### config.mk
export PLATFORM = sky130hd
export DESIGN_NAME = threshold_peak_hit_detector
export DESIGN_NICKNAME = d
export VERILOG_FILES = /design/src/rtl/core/thpd_pkg.sv /design/src/rtl/core/thpd_level.sv /design/src/rtl/core/thpd_core.sv /design/src/rtl/core/threshold_peak_hit_detector.sv
export SDC_FILE = /design/constraint.sdc
export NUM_CORES = 1
export LEC_CHECK = 0
export BUFFER_PORTS_ARGS = -buffer_cell sky130_fd_sc_hd__buf_2
export CAP_MARGIN = 20
export CELL_PAD_IN_SITES_DETAIL_PLACEMENT = 1
export CELL_PAD_IN_SITES_GLOBAL_PLACEMENT = 1
export CORE_MARGIN = 1
export CORE_UTILIZATION = 45
export CTS_BUF_LIST = sky130_fd_sc_hd__clkbuf_4 sky130_fd_sc_hd__clkbuf_8 sky130_fd_sc_hd__clkbuf_16
export CTS_CLUSTER_DIAMETER = 80
export CTS_CLUSTER_SIZE = 25
export DETAILED_ROUTE_END_ITERATION = 8
export GPL_ROUTABILITY_DRIVEN = 0
export PLACE_DENSITY = 0.78
export SLEW_MARGIN = 40
export SYNTH_ARGS = -nofsm -noshare
export SYNTH_HDL_FRONTEND = slang
export SYNTH_SLANG_ARGS = --single-unit
### constraint.sdc
create_clock -name clock -period 13.55 [get_ports clock]
set_input_delay 2.71 -clock clock [delete_from_list [all_inputs] [get_ports clock]]
set_output_delay 2.71 -clock clock [all_outputs]
set_load 0.01 [all_outputs]
### src/rtl/core/thpd_pkg.sv
package thpd_pkg;

   localparam int SAMPLE_BITS_DEF = 24;
   localparam int PEAK_BITS       = 23;
   localparam int HOLD_BITS       = 4;
   localparam int FALL_BITS       = 3;
   localparam int EVENT_BITS      = 2;
   localparam int INDEX_BITS      = 32;
   localparam int CSR_IDX_BITS    = 2;

   localparam int RSP_FIELD_BITS  = EVENT_BITS + PEAK_BITS + INDEX_BITS;
   localparam int RSP_BITS        = ((RSP_FIELD_BITS + 7) / 8) * 8;

   localparam logic [PEAK_BITS-1:0] PEAK_MAX = 23'h7f_ffff;

   localparam logic [PEAK_BITS-1:0] TRIGGER_RST = 23'd167772;
   localparam logic [HOLD_BITS-1:0] HOLDOFF_RST = 4'd3;
   localparam logic [FALL_BITS-1:0] FALLS_RST   = 3'd2;

   localparam logic [CSR_IDX_BITS-1:0] CSR_TRIGGER = 2'd0;
   localparam logic [CSR_IDX_BITS-1:0] CSR_HOLDOFF = 2'd1;
   localparam logic [CSR_IDX_BITS-1:0] CSR_FALLS   = 2'd2;

   localparam logic [1:0] PH_ARMED  = 2'd0;
   localparam logic [1:0] PH_SEED   = 2'd1;
   localparam logic [1:0] PH_SEARCH = 2'd2;
   localparam logic [1:0] PH_WAIT   = 2'd3;

   localparam logic [EVENT_BITS-1:0] EV_NONE = 2'd0;
   localparam logic [EVENT_BITS-1:0] EV_PEAK = 2'd1;
   localparam logic [EVENT_BITS-1:0] EV_HIT  = 2'd2;

   typedef struct packed {
      logic [PEAK_BITS-1:0] trigger_level;
      logic [HOLD_BITS-1:0] holdoff_peaks;
      logic [FALL_BITS-1:0] falls_to_end;
   } cfg_type;

   typedef struct packed {
      logic [INDEX_BITS-1:0] sample_index;
      logic [PEAK_BITS-1:0]  peak_value;
      logic [EVENT_BITS-1:0] event_res;
   } rsp_type;

endpackage

### src/rtl/core/thpd_level.sv
module thpd_level #(
   parameter int SAMPLE_BITS = thpd_pkg::SAMPLE_BITS_DEF
) (
   input  logic [SAMPLE_BITS-1:0]         sample_code,
   output logic [thpd_pkg::PEAK_BITS-1:0] level
);
   import thpd_pkg::*;

   logic [31:0] magnitude;

   always_comb begin
      magnitude = 32'(sample_code[SAMPLE_BITS-2:0]);
      if (sample_code[SAMPLE_BITS-1]) begin
         level = '0;
      end else if (magnitude > 32'(PEAK_MAX)) begin
         level = PEAK_MAX;
      end else begin
         level = magnitude[PEAK_BITS-1:0];
      end
   end

endmodule

### src/rtl/core/thpd_core.sv
module thpd_core (
   input  logic                           clock,
   input  logic                           reset,
   input  logic                           step,
   input  logic [thpd_pkg::PEAK_BITS-1:0] level,
   input  thpd_pkg::cfg_type              cfg,
   output thpd_pkg::rsp_type              result
);
   import thpd_pkg::*;

   logic [1:0]            phase_ff, phase_in;
   logic [PEAK_BITS-1:0]  max_ff, max_in;
   logic [FALL_BITS-1:0]  fall_ff, fall_in;
   logic [PEAK_BITS-1:0]  prev_ff, prev_in;
   logic [HOLD_BITS-1:0]  hold_ff, hold_in;
   logic [INDEX_BITS-1:0] count_ff, count_in;

   logic [FALL_BITS-1:0]  limit;
   logic [FALL_BITS-1:0]  fall_next;
   logic [PEAK_BITS-1:0]  max_next;
   logic [HOLD_BITS-1:0]  hold_dec;
   logic                  hit;

   always_comb begin
      limit     = (cfg.falls_to_end == '0) ? FALL_BITS'(1) : cfg.falls_to_end;
      max_next  = (level > max_ff) ? level : max_ff;
      fall_next = (level > max_ff) ? '0 : fall_ff + FALL_BITS'(1);
      hold_dec  = (hold_ff != '0) ? hold_ff - HOLD_BITS'(1) : hold_ff;
      hit       = (max_next > prev_ff) && (hold_dec == '0);

      phase_in = phase_ff;
      max_in   = max_ff;
      fall_in  = fall_ff;
      prev_in  = prev_ff;
      hold_in  = hold_ff;
      count_in = count_ff + INDEX_BITS'(1);

      result.event_res    = EV_NONE;
      result.peak_value   = '0;
      result.sample_index = count_in;

      unique case (phase_ff)
         PH_ARMED: begin
            if (level > cfg.trigger_level) begin
               phase_in = PH_SEED;
            end
         end
         PH_SEED: begin
            max_in   = level;
            fall_in  = '0;
            phase_in = PH_SEARCH;
         end
         PH_SEARCH: begin
            max_in  = max_next;
            fall_in = fall_next;
            if (fall_next >= limit) begin
               result.peak_value = max_next;
               result.event_res  = hit ? EV_HIT : EV_PEAK;
               hold_in  = hit ? cfg.holdoff_peaks : hold_dec;
               prev_in  = max_next;
               fall_in  = '0;
               phase_in = PH_WAIT;
            end
         end
         PH_WAIT: begin
            if (level == '0) begin
               phase_in = PH_ARMED;
            end
         end
         default: begin
            phase_in = PH_ARMED;
         end
      endcase
   end

   always_ff @(posedge clock) begin
      if (reset) begin
         phase_ff <= PH_ARMED;
         max_ff   <= '0;
         fall_ff  <= '0;
         prev_ff  <= '0;
         hold_ff  <= '0;
         count_ff <= '0;
      end else if (step) begin
         phase_ff <= phase_in;
         max_ff   <= max_in;
         fall_ff  <= fall_in;
         prev_ff  <= prev_in;
         hold_ff  <= hold_in;
         count_ff <= count_in;
      end
   end

endmodule

### src/rtl/core/threshold_peak_hit_detector.sv
// A sample item passes through the input register and then the result register before its result item is presented.
// Throughput: one sample item per cycle; the input register and the result register
// each advance whenever the next stage is free, so rsp_tready low only stalls.
// Reset (synchronous, active high) clears the detector state and sample counter and
// restores the register defaults.
module threshold_peak_hit_detector #(
   parameter int SAMPLE_BITS = thpd_pkg::SAMPLE_BITS_DEF
) (
   input  logic                                clock,
   input  logic                                reset,
   input  logic                                req_tvalid,
   output logic                                req_tready,
   // [SAMPLE_BITS-1:0] sample_code, upper bits zero fill
   input  logic [((SAMPLE_BITS+7)/8)*8-1:0]    req_tdata,
   output logic                                rsp_tvalid,
   input  logic                                rsp_tready,
   // [1:0] event_res, [24:2] peak_value, [56:25] sample_index, upper bits zero
   output logic [thpd_pkg::RSP_BITS-1:0]       rsp_tdata,
   input  logic                                csr_wen,
   input  logic [thpd_pkg::CSR_IDX_BITS-1:0]   csr_index,
   input  logic [thpd_pkg::PEAK_BITS-1:0]      csr_wdata
);
   import thpd_pkg::*;

   cfg_type                cfg_ff, cfg_in;
   logic                   s1_valid_ff, s1_valid_in;
   logic [SAMPLE_BITS-1:0] s1_sample_ff, s1_sample_in;
   logic                   out_valid_ff, out_valid_in;
   rsp_type                out_data_ff, out_data_in;

   logic                   req_take;
   logic                   out_free;
   logic                   step;
   logic [PEAK_BITS-1:0]   level;
   rsp_type                result;

   assign out_free   = !out_valid_ff || rsp_tready;
   assign step       = s1_valid_ff && out_free;
   assign req_tready = !s1_valid_ff || out_free;
   assign req_take   = req_tvalid && req_tready;
   assign rsp_tvalid = out_valid_ff;
   assign rsp_tdata  = RSP_BITS'(out_data_ff);

   always_comb begin
      cfg_in = cfg_ff;
      if (csr_wen) begin
         unique case (csr_index)
            CSR_TRIGGER: cfg_in.trigger_level = csr_wdata;
            CSR_HOLDOFF: cfg_in.holdoff_peaks = csr_wdata[HOLD_BITS-1:0];
            CSR_FALLS:   cfg_in.falls_to_end  = csr_wdata[FALL_BITS-1:0];
            default:     cfg_in = cfg_ff;
         endcase
      end

      s1_valid_in  = req_take ? 1'b1 : (out_free ? 1'b0 : s1_valid_ff);
      s1_sample_in = req_take ? req_tdata[SAMPLE_BITS-1:0] : s1_sample_ff;
      out_valid_in = out_free ? s1_valid_ff : out_valid_ff;
      out_data_in  = step ? result : out_data_ff;
   end

   thpd_level #(
      .SAMPLE_BITS(SAMPLE_BITS)
   ) u_level (
      .sample_code(s1_sample_ff),
      .level      (level)
   );

   thpd_core u_core (
      .clock (clock),
      .reset (reset),
      .step  (step),
      .level (level),
      .cfg   (cfg_ff),
      .result(result)
   );

   always_ff @(posedge clock) begin
      if (reset) begin
         cfg_ff.trigger_level <= TRIGGER_RST;
         cfg_ff.holdoff_peaks <= HOLDOFF_RST;
         cfg_ff.falls_to_end  <= FALLS_RST;
         s1_valid_ff          <= 1'b0;
         out_valid_ff         <= 1'b0;
      end else begin
         cfg_ff       <= cfg_in;
         s1_valid_ff  <= s1_valid_in;
         out_valid_ff <= out_valid_in;
      end
   end

   always_ff @(posedge clock) begin
      s1_sample_ff <= s1_sample_in;
      out_data_ff  <= out_data_in;
   end

endmodule

==> results.txt, run 1 <==
Final Hold Fails = 0
Final Power = 1.281 mW
Grt total ovfl = 0
# rows = 54
CP Max Fanout = 4
Maximum VDD drop = 0.08997 mV
DRC errors left = 17
Max Root-Sink Buffers = 2
Routed WL = 23.76 mm
CP endpoint kind = output pin
Drt first pass iters = 6
Register area share after synthesis = 47.53%
CP max stage delay = 0.19 ns
Violated checks = DRC
Final setup fails = 0
Setup Skew = 0.01173 ns
CTS resizes = 0
Worst path arrival time = 3.24 ns
Number of vias per cell = 5.249
CTS tree = done
Fmax = 0.1681 GHz
Largest net degree at the start of global routing = 98
Critical path's top delay family = simple AND/OR/NAND/NOR gates
Pwr dens = 111.4 nW/um2
Final nets = 1271
CTS root buffer = clkbuf_16
Drt initial violations = 311
Non-Filler Instances = 1435
Fraction of registers with async set/reset = 0%
Final antenna-violating net count = 0
Syn avg cell area = 9.712 um2
CP cell instances = buf_2, nor2b_1, nand2_1, buf_2
Cell mode on critical path = buf_2
Unique masters post-synth = 55
Number of global-route vias before repair = 7867
Post-Route Utilization = 52.35%
Final Cycle Share = 43.92%
Clk_lat worst skew = 0.44 ns
DIE HEIGHT = 152.0 um
Area grow syn2layout = 13.49%
CP max stage cell = nor2b_1
Final HPWL DP = 17.19 mm
Port bufs = 112
Ys flop type = dfxtp_1
Post-synth EDFFs = 81
Period minus WS final = 5.950 ns
Synthesized flop and latch total = 200
Yosys warnings = 0
Routed vias = 7532
Post-DP Area = 10930 um2
Initial antenna violation count = 1
Setup repair bufs after CTS = 0
Area of the die = 23110 um2
Synthesized cell area = 10130 um2
Layout cells sized above 1 = 14.82%
CTS sink count = 200
RSZ-0062 raised after global routing = no
Mapped Cells = 1043
Critical path type = in2out
CP Launch Type = primary input
Gr usage total = 21.46%
CTS Buf Count = 17
Status = complete, but fails checks
Crit path buffers/inverters = 2
WP data required = 10.84 ns
First-pass GRT wire length = 39.38 mm
Die X-Extent = 152.0 um
# IOs = 120
Fin. max-slew vios = 0
WL per Instance = 16.56 um
Layout fillers = 2547
Max Cap Violations = 0
# hold bufs at CTS = 0
H-tree depth = 4
Slew headroom = 47.97%
Initial core utilization = 46.13%
Worst-margin pin slew = 0.7804 ns
Worst min-delay path category = reg2reg
Setup tns final = 0 ns
Worst-path clk slew = 0.07 ns
Leak = 4.849 nW
DP Cell Count = 1402
Core ar. = 21960 um2
Final Cell Area = 11500 um2
final cells by class:
| type | instances | area (um2) | share of cell area [%] |
|---|---|---|---|
| Timing Repair Buffer | 121 | 638.1 | 5.551 |
| Clock inverter | 12 | 107.6 | 0.9360 |
| Inverter | 106 | 397.9 | 3.461 |
| Sequential cell | 200 | 4815 | 41.88 |
| Clock buffer | 20 | 460.4 | 4.005 |
| Tap cell | 280 | 350.3 | 3.047 |
| Antenna cell | 1 | 2.502 | 0.02177 |
| Multi-Input combinational cell | 695 | 4725 | 41.10 |
tightest hold or removal path, stage by stage (launching register included):
cell	delay (ns)
dfxtp_1	0.31
nand2_1	0.05
a21oi_1	0.05
layout by cell type, fill, tap and decap left out, types with 8 or more instances in the layout:
| master | Yosys | final |
|---|---|---|
| a211o_1 | 15 | 15 |
| a211oi_1 | 26 | 26 |
| a21o_1 | 15 | 15 |
| a21oi_1 | 42 | 42 |
| and3_1 | 8 | 8 |
| buf_2 | 2 | 111 |
| buf_4 | 11 | 8 |
| clkbuf_16 | 0 | 17 |
| dfxtp_1 | 119 | 119 |
| edfxtp_1 | 81 | 81 |
| ha_1 | 76 | 76 |
| inv_1 | 106 | 105 |
| mux2i_1 | 51 | 51 |
| nand2_1 | 67 | 67 |
| nand3_1 | 24 | 24 |
| nand4_1 | 17 | 17 |
| nor2_1 | 145 | 145 |
| nor2b_1 | 26 | 26 |
| nor3_1 | 16 | 16 |
| o21ai_0 | 18 | 18 |
| xnor2_1 | 33 | 33 |
| xor2_1 | 27 | 27 |
Yosys cell counts, drive strengths merged, types with 2 or more instances:
| cell type | instances | area share, % |
|---|---|---|
| nor2 | 145 | 5.4 |
| dfxtp | 119 | 24 |
| inv | 106 | 3.9 |
| edfxtp | 81 | 24 |
| ha | 76 | 9.4 |
| nand2 | 67 | 2.5 |
| mux2i | 51 | 5.0 |
| a21oi | 42 | 2.1 |
| clkbuf | 33 | 1.2 |
| xnor2 | 33 | 2.9 |
| a211oi | 27 | 2.1 |
| xor2 | 27 | 2.3 |
| nor2b | 26 | 1.6 |
| nand3 | 24 | 1.2 |
| o21ai | 19 | 0.98 |
| nand4 | 17 | 1.0 |
| nor3 | 16 | 0.79 |
| a211o | 15 | 1.3 |
| a21o | 15 | 1.1 |
| buf | 15 | 1.1 |
| nor4 | 9 | 0.74 |
| and3 | 8 | 0.49 |
| nand2b | 8 | 0.49 |
| or3 | 6 | 0.37 |
| and2 | 5 | 0.31 |
| nand3b | 4 | 0.30 |
| o32ai | 4 | 0.35 |
| or4 | 4 | 0.30 |
| a31oi | 3 | 0.19 |
| and2b | 3 | 0.22 |
| and4 | 3 | 0.26 |
| nor3b | 3 | 0.22 |
| o211ai | 3 | 0.22 |
| o21a | 3 | 0.22 |
| or2 | 3 | 0.19 |
| a221oi | 2 | 0.17 |
| a22o | 2 | 0.17 |
| maj3 | 2 | 0.21 |
| o21ba | 2 | 0.20 |
| o31ai | 2 | 0.15 |
| or3b | 2 | 0.17 |
flip-flops by register name (all words and copies together) (netlist names):
register / flops
u_core.phase_ff: 2
rsp_tvalid: 1
u_core.hold_ff: 4
rsp_tdata: 57
u_core.fall_ff: 3
s1_sample_ff: 24
cfg_ff: 30
u_core.max_ff: 23
u_core.prev_ff: 23
u_core.count_ff: 32
s1_valid_ff: 1
power breakdown:
group	total, mW	internal, mW	switching [mW]
Sequential	0.650	0.642	0.00819
Clock	0.498	0.254	0.244
Combinational	0.133	0.0525	0.0809
per-stage QoR:
| step | worst slack [ns] | hold slack, ns |
|---|---|---|
| finish | 7.600 | 0.4611 |
| floorplan | 7.833 | 0.4287 |
| CTS | 7.599 | 0.4634 |
| global placement | 7.609 | 0.4414 |
| global route | 7.377 | 0.4837 |
| detailed placement | 7.599 | 0.4529 |
cell families after synthesis:
group | after synthesis | synth area share, %
simple gates | 354 | 16.65
xor+xnor | 60 | 5.188
mux | 51 | 5.040
other cells | 1 | 0.03702
flops | 200 | 47.53
buf+inv | 154 | 6.287
fa+ha+maj | 78 | 9.597
compound gates | 145 | 9.672
final timing paths:
check	startpoint	endpoint	slack (ns)	depth (start not counted)
worst min-delay path	cfg_ff[29]	cfg_ff[29]	0.46	2
worst min register to register	cfg_ff[29]	cfg_ff[29]	0.46	2
worst max-delay path	rsp_tready	req_tready	7.60	4
worst max register to register	s1_sample_ff[23]	rsp_tdata[1]	7.81	18
metal layers:
| layer | vias up | routed length, um | track usage (%) |
|---|---|---|---|
| li1 | 3762 | - | - |
| met1 | 3617 | 11420 | 27.94 |
| met2 | 116 | 11100 | 36.09 |
| met3 | 37 | 752 | 3.280 |
| met4 | 0 | 489 | 8.017 |
| met5 | - | 0 | 0 |
Note: power is estimated with default switching activity, not from simulation.
==> run 2: changes to the inputs <==
--- a/config.mk
+++ b/config.mk
@@ -10,13 +10,13 @@
 export CELL_PAD_IN_SITES_DETAIL_PLACEMENT = 1
 export CELL_PAD_IN_SITES_GLOBAL_PLACEMENT = 1
 export CORE_MARGIN = 1
-export CORE_UTILIZATION = 45
+export CORE_UTILIZATION = 41
 export CTS_BUF_LIST = sky130_fd_sc_hd__clkbuf_4 sky130_fd_sc_hd__clkbuf_8 sky130_fd_sc_hd__clkbuf_16
 export CTS_CLUSTER_DIAMETER = 80
 export CTS_CLUSTER_SIZE = 25
 export DETAILED_ROUTE_END_ITERATION = 8
 export GPL_ROUTABILITY_DRIVEN = 0
-export PLACE_DENSITY = 0.78
+export PLACE_DENSITY = 0.75
 export SLEW_MARGIN = 40
 export SYNTH_ARGS = -nofsm -noshare
 export SYNTH_HDL_FRONTEND = slang
==> constraint.sdc (replaced) <==
create_clock -name clock -period 4.9 [get_ports clock]
set_input_delay 0.98 -clock clock [delete_from_list [all_inputs] [get_ports clock]]
set_output_delay 0.98 -clock clock [all_outputs]
set_load 0.01 [all_outputs]
==> run 2 against run 1 <==
- the flow now finishes without violations
- critical endpoint is now rsp_tdata[1]
- cell area increased by 5.0%
- global-route usage fell by 0.95 points
- sequential share of layout area fell by 2.0 points
- flip-flop and latch count stayed put
==> results.txt, run 2 (synthesis gave the netlist of run 1 again) <==
Net Switching = 978.7 uW (was 333.2 uW)
Cell-internal power = 2.740 mW (was 948.1 uW)
Final Power = 3.719 mW (was 1.281 mW)
Fin. max-slew vios = 0 (unchanged)
Clk_lat worst skew = 0.45 ns (was 0.44 ns)
WL per Instance = 16.66 um (was 16.56 um)
Post-DP Area = 11330 um2 (was 10930 um2)
CTS tree = done (unchanged)
Setup Skew = 0.01363 ns (was 0.01173 ns)
DIE HEIGHT = 159.2 um (was 152.0 um)
Slew headroom = 48.59% (was 47.97%)
CTS root buffer = clkbuf_16 (unchanged)
Diode count = 0 (was 1)
CTS Buf Count = 17 (unchanged)
Layout cells sized above 1 = 19.20% (was 14.82%)
Period minus WS final = 4.655 ns
Area grow syn2layout = 19.13% (was 13.49%)
Drt initial violations = 283 (was 311)
Final Cell Area = 12070 um2 (was 11500 um2)
Final setup fails = 0 (unchanged)
# hold bufs at CTS = 0 (unchanged)
Most frequent cells in the layout = 145 x nor2_1, 119 x dfxtp_1, 111 x buf_2 (unchanged)
Worst-margin pin slew = 0.7653 ns (was 0.7804 ns)
CP Launch Type = register (was primary input)
Routed vias = 7708 (was 7532)
Fmax = 0.2148 GHz
# rows = 57 (was 54)
Worst path arrival time = 4.85 ns (was 3.24 ns)
Leak = 5.075 nW (was 4.849 nW)
Drt first pass iters = 4 (was 6)
Largest net degree at the start of global routing = 90 (was 98)
Reg power frac = 48.3% (was 50.7%)
Status = finished clean (was complete, but fails checks)
Number of global-route vias before repair = 7834 (was 7867)
Critical path type = reg2reg (was in2out)
Port bufs = 112 (unchanged)
Final nets = 1315 (was 1271)
DRC errors left = 0 (was 17)
# IOs = 120 (unchanged)
WHS = 0.4567 ns (was 0.4611 ns)
Commonest non-fill, non-tap cell in the layout = nor2_1 (unchanged)
Logic pwr share = 11.8% (was 10.4%)
First-pass GRT wire length = 41.21 mm (was 39.38 mm)
CTS sink count = 200 (unchanged)
Maximum VDD drop = 0.2038 mV (was 0.08997 mV)
CP max stage delay = 0.60 ns (was 0.19 ns)
CP endpoint kind = register (was output pin)
Initial antenna violation count = 0 (was 1)
Max Cap Violations = 0 (unchanged)
Cell mode on critical path = buf_4 (was buf_2)
Die X-Extent = 159.2 um (was 152.0 um)
CP cell instances = nor2b_1, ha_1, nand2_1, or4_1, nor4_4, nand2b_4, o22ai_4, buf_4, mux2i_1, buf_4, ha_1, nor2b_1, o21a_1, o21a_1, o211ai_1, a21oi_2, nor3_1, buf_4, nor3_1 (was buf_2, nor2b_1, nand2_1, buf_2)
Final antenna-violating net count = 0 (unchanged)
Core ar. = 24250 um2 (was 21960 um2)
H-tree depth = 4 (unchanged)
Worst-path clk slew = 0.08 ns (was 0.07 ns)
Setup tns final = 0 ns (unchanged)
WP data required = 5.09 ns (was 10.84 ns)
Grt total ovfl = 0 (unchanged)
Gr usage total = 20.51% (was 21.46%)
Number of vias per cell = 5.064 (was 5.249)
Max reg flops = 57 (unchanged)
Max Root-Sink Buffers = 2 (unchanged)
Pwr dens = 308.1 nW/um2 (was 111.4 nW/um2)
M2 GR Usage = 32.87% (was 36.09%)
Worst min-delay path category = reg2reg (unchanged)
CP max stage cell = or4_1 (was nor2b_1)
Global route hottest layer = met2 (unchanged)
Final Hold Fails = 0 (unchanged)
Initial core utilization = 41.78% (was 46.13%)
Power share of the clock group = 39.9% (was 38.8%)
Post-Route Utilization = 49.77% (was 52.35%)
Routed WL = 25.35 mm (was 23.76 mm)
CP Max Fanout = 9 (was 4)
Area of the die = 25340 um2 (was 23110 um2)
Global Route met3 Usage = 3.490% (was 3.280%)
Final HPWL DP = 18.59 mm (was 17.19 mm)
GRT met1 Usage = 28.73% (was 27.94%)
Final Cycle Share = 95.00%
Sw frac = 26.32% (was 26.00%)
[run 2: changes by cell type in the layout (fill, tap and decap cells not counted), sizes merged]
cell      before  now
bufinv         0    2
clkinvlp       1    0
diode          1    0
buf          121  165
clkinv         5    7
clkbuf        20   17
[run 2: cell type report]
cell class,count,area [um2]
multi-input combinational,695,4831
timing repair buffer,165,1002
clock buffer,17,425.4
sequential,200,4815
tap,324,405.4
inverter,106,397.9
clock inverter,15,191.4
fill,2799,12180
[run 2: through the flow]
step                cells  setup slack (ns)
floorplan            1049            0.4697
global placement     1488            0.1733
detailed placement   1489          -0.02150
CTS                  1521           0.05853
global route         1522          -0.02227
finish               1522            0.2450
[run 2: worst max-delay path: cells and delay by family, from the launching register on]
| kind | cells | cell delay (ns) |
|---|---|---|
| simple gates | 8 | 1.99 |
| mux | 1 | 0.26 |
| buf+inv | 3 | 0.61 |
| compound gates | 5 | 0.74 |
| flops | 1 | 0.44 |
| fa+ha+maj | 2 | 0.35 |
[run 2: repair_timing]
action,4_1_cts,5_1_grt
gates resized for setup,2,21
buffers inserted,0,1
setup endpoints to repair,3,8
pin swaps,0,3
[run 2: per-layer routing]
metal	up-vias	share of wire [%]
li1	3845	-
met1	3746	50
met2	99	47
met3	18	2.5
met4	0	0.61
met5	-	0
[run 2: final timing paths]
check	slack, ns	cells after the start	endpoint	start
max	0.25	19	rsp_tdata[1]	s1_sample_ff[23]
min	0.46	2	cfg_ff[12]	cfg_ff[12]
max reg2reg	0.25	19	rsp_tdata[1]	s1_sample_ff[23]
min reg2reg	0.46	2	cfg_ff[12]	cfg_ff[12]
[run 2: power by group through the flow]
stage	combinational [mW]	clock [mW]	sequential (mW)
after floorplan	0.246	0	1.84
after CTS	0.421	1.52	1.80
after global placement	0.399	0	1.83
after detailed placement	0.413	0	1.84
final	0.437	1.48	1.80
after global routing	0.481	1.58	1.80
==> run 3: changes to the inputs <==
--- a/config.mk
+++ b/config.mk
@@ -10,13 +10,13 @@
 export CELL_PAD_IN_SITES_DETAIL_PLACEMENT = 1
 export CELL_PAD_IN_SITES_GLOBAL_PLACEMENT = 1
 export CORE_MARGIN = 1
-export CORE_UTILIZATION = 41
-export CTS_BUF_LIST = sky130_fd_sc_hd__clkbuf_4 sky130_fd_sc_hd__clkbuf_8 sky130_fd_sc_hd__clkbuf_16
+export CORE_UTILIZATION = 42
+export CTS_BUF_LIST = sky130_fd_sc_hd__clkbuf_2 sky130_fd_sc_hd__clkbuf_4 sky130_fd_sc_hd__clkbuf_8
 export CTS_CLUSTER_DIAMETER = 80
 export CTS_CLUSTER_SIZE = 25
 export DETAILED_ROUTE_END_ITERATION = 8
 export GPL_ROUTABILITY_DRIVEN = 0
-export PLACE_DENSITY = 0.75
+export PLACE_DENSITY = 0.77
 export SLEW_MARGIN = 40
 export SYNTH_ARGS = -nofsm -noshare
 export SYNTH_HDL_FRONTEND = slang
==> run 3 against run 2 <==
- clock power fell by 26%
- largest cell class is now flip-flops and latches
- critical path type unchanged
- worst setup slack improved by 0.019 ns
- combinational power fell by 2%
- non-clock buffer count rose by 2
- clock-buffer cell count rose by 3
- power fell by 11%
- cell count fell by 0.20%
- clock skew rose by 0.0029 ns
- sequential power barely moved
- largest power group unchanged
==> results.txt, run 3 (synthesis gave the netlist of run 1 again) <==
CP cell instances = buf_4, nor2b_1, ha_1, nand4_1, or4_1, nor4_4, nand2b_1, o22ai_2, buf_12, mux2i_1, inv_1, ha_1, nand4_1, nor3_2, nand4_1, a21oi_1, nor3_1, buf_4, o21ba_2 (was nor2b_1, ha_1, nand2_1, or4_1, nor4_4, nand2b_4, o22ai_4, buf_4, mux2i_1, buf_4, ha_1, nor2b_1, o21a_1, o21a_1, o211ai_1, a21oi_2, nor3_1, buf_4, nor3_1)
Critical path type = reg2reg (unchanged)
Grt total ovfl = 0 (unchanged)
Worst path arrival time = 4.88 ns (was 4.85 ns)
Final nets = 1317 (was 1315)
CP Max Fanout = 30 (was 9)
Crit path buffers/inverters = 4 (was 3)
Sw frac = 26.43% (was 26.32%)
Worst min-delay path category = reg2reg (unchanged)
Max Root-Sink Buffers = 2 (unchanged)
Setup tns final = 0 ns (unchanged)
Number of global-route vias before repair = 7899 (was 7834)
Final antenna-violating net count = 0 (unchanged)
Global route hottest layer = met2 (unchanged)
Commonest non-fill, non-tap cell in the layout = nor2_1 (unchanged)
Maximum VDD drop = 0.1479 mV (was 0.2038 mV)
Port bufs = 112 (unchanged)
Critical path's top delay family = simple AND/OR/NAND/NOR gates (unchanged)
Reg power frac = 54.0% (was 48.3%)
Drt first pass iters = 4 (unchanged)
Worst-margin pin slew = 0.8342 ns (was 0.7653 ns)
Area of the die = 24740 um2 (was 25340 um2)
Cell mode on critical path = nand4_1 (was buf_4)
# IOs = 120 (unchanged)
DRC errors left = 0 (unchanged)
Setup Skew = 0.01651 ns (was 0.01363 ns)
Fin. max-slew vios = 0 (unchanged)
Worst-path clk slew = 0.11 ns (was 0.08 ns)
Final setup fails = 0 (unchanged)
CTS sink count = 200 (unchanged)
Final HPWL DP = 18.29 mm (was 18.59 mm)
WP data required = 5.14 ns (was 5.09 ns)
CTS Buf Count = 17 (unchanged)
Hold path depth = 2 (unchanged)
Initial core utilization = 43.03% (was 41.78%)
Logic pwr share = 12.9% (was 11.8%)
CTS tree = done (unchanged)
Drt initial violations = 451 (was 283)
First-pass GRT wire length = 40.42 mm (was 41.21 mm)
CP endpoint kind = register (unchanged)
Core ar. = 23540 um2 (was 24250 um2)
Gr usage total = 21.12% (was 20.51%)
Clk_lat worst skew = 0.48 ns (was 0.45 ns)
Global Route met3 Usage = 3.084% (was 3.490%)
Layout cells sized above 1 = 18.67% (was 19.20%)
Final Cycle Share = 94.62% (was 95.00%)
M2 GR Usage = 35.02% (was 32.87%)
Initial antenna violation count = 0 (unchanged)
Max reg flops = 57 (unchanged)
H-tree depth = 4 (unchanged)
Cell-internal power = 2.447 mW (was 2.740 mW)
Reg2Reg Depth = 19 (unchanged)
Number of vias per cell = 5.088 (was 5.064)
Max Cap Violations = 0 (unchanged)
Most frequent cells in the layout = 145 x nor2_1, 119 x dfxtp_1, 111 x buf_2 (unchanged)
Status = finished clean (unchanged)
Area grow syn2layout = 16.35% (was 19.13%)
RSZ-0062 raised after global routing = no
Period minus WS final = 4.636 ns (was 4.655 ns)
Die X-Extent = 157.3 um (was 159.2 um)
WP depth = 19 (unchanged)
Diode count = 0 (unchanged)
Routed WL = 25.02 mm (was 25.35 mm)
Slew headroom = 43.87% (was 48.59%)
Fmax = 0.2157 GHz (was 0.2148 GHz)
Layout fillers = 2781 (was 2799)
Net Switching = 879.2 uW (was 978.7 uW)
CP max stage cell = or4_1 (unchanged)
Routed vias = 7729 (was 7708)
Non-Filler Instances = 1519 (was 1522)
GRT met1 Usage = 28.82% (was 28.73%)
Final Hold Fails = 0 (unchanged)
Pwr dens = 282.2 nW/um2 (was 308.1 nW/um2)
CP max stage delay = 0.56 ns (was 0.60 ns)
Reg-to-reg slack, setup = 0.26 ns (was 0.25 ns)
DIE HEIGHT = 157.3 um (was 159.2 um)
Leak = 4.991 nW (was 5.075 nW)
Largest net degree at the start of global routing = 86 (was 90)
Power share of the clock group = 33.1% (was 39.9%)
CTS root buffer = clkbuf_8 (was clkbuf_16)
# rows = 56 (was 57)
CP Launch Type = register (unchanged)
WL per Instance = 16.47 um (was 16.66 um)
DP Cell Count = 1484 (was 1489)
[run 3: cell types whose count changed in the layout (fill, tap and decap cells not counted), moves of 3 or more]
cell       delta
mux2i_2       -4
clkbuf_16    -17
clkinv_8      -3
mux2i_1       +5
clkbuf_8     +18
[run 3: cell type report]
type | instances | area, um2 | area share (%)
clock buffer | 20 | 262.8 | 2.229
clock inverter | 12 | 137.6 | 1.168
inverter | 106 | 397.9 | 3.376
multi-input combinational | 695 | 4766 | 40.44
sequential | 200 | 4815 | 40.85
tap | 319 | 399.1 | 3.386
timing repair buffer | 167 | 1008 | 8.556
[run 3: worst paths after layout]
path	to	from
worst min-delay path	cfg_ff[19]	cfg_ff[19]
worst max register to register	rsp_tdata[0]	s1_sample_ff[23]
worst max-delay path	rsp_tdata[0]	s1_sample_ff[23]
worst min register to register	cfg_ff[19]	cfg_ff[19]
[run 3: layer usage]
| metal | routed length [um] | share of wire [%] |
|---|---|---|
| met4 | 252 | 1.0 |
| met2 | 11830 | 47 |
| met1 | 12110 | 48 |
| met3 | 820 | 3.3 |
| met5 | 0 | 0 |
[run 3: power by group through the flow]
stage                     clock [mW]  combinational, mW  sequential (mW)
after floorplan                    0              0.246             1.84
after global placement             0              0.404             1.83
after detailed placement           0              0.416             1.83
after CTS                       1.13              0.422             1.80
after global routing            1.19              0.477             1.80
final                           1.10              0.430             1.80
[run 3: worst min-delay path, cell delays in order, from the launching register on]
cell and delay (ns):
dfxtp_1 0.32, nand2_1 0.05, a21oi_1 0.05
[run 3: timing repair]
| item | CTS | global route |
|---|---|---|
| endpoints found under the setup margin | 0 | 10 |
| resized for setup | 0 | 9 |
| setup buffers | 0 | 3 |
| hold buffers | 0 | 0 |
[run 3: stage by stage]
| stage | worst slack (ns) | hold slack, ns | total power [mW] | cell area (um2) | utilization (%) |
|---|---|---|---|---|---|
| finish | 0.2636 | 0.4586 | 3.326 | 11790 | 50.06 |
| global placement | 0.3144 | 0.4447 | 2.237 | 11310 | 48.04 |
| detailed placement | 0.2258 | 0.4475 | 2.251 | 11320 | 48.08 |
| CTS | 0.1479 | 0.4620 | 3.351 | 11720 | 49.78 |
| floorplan | 0.4697 | 0.4287 | 2.087 | 10150 | - |
| global route | 0.03214 | 0.4831 | 3.467 | 11790 | 50.06 |
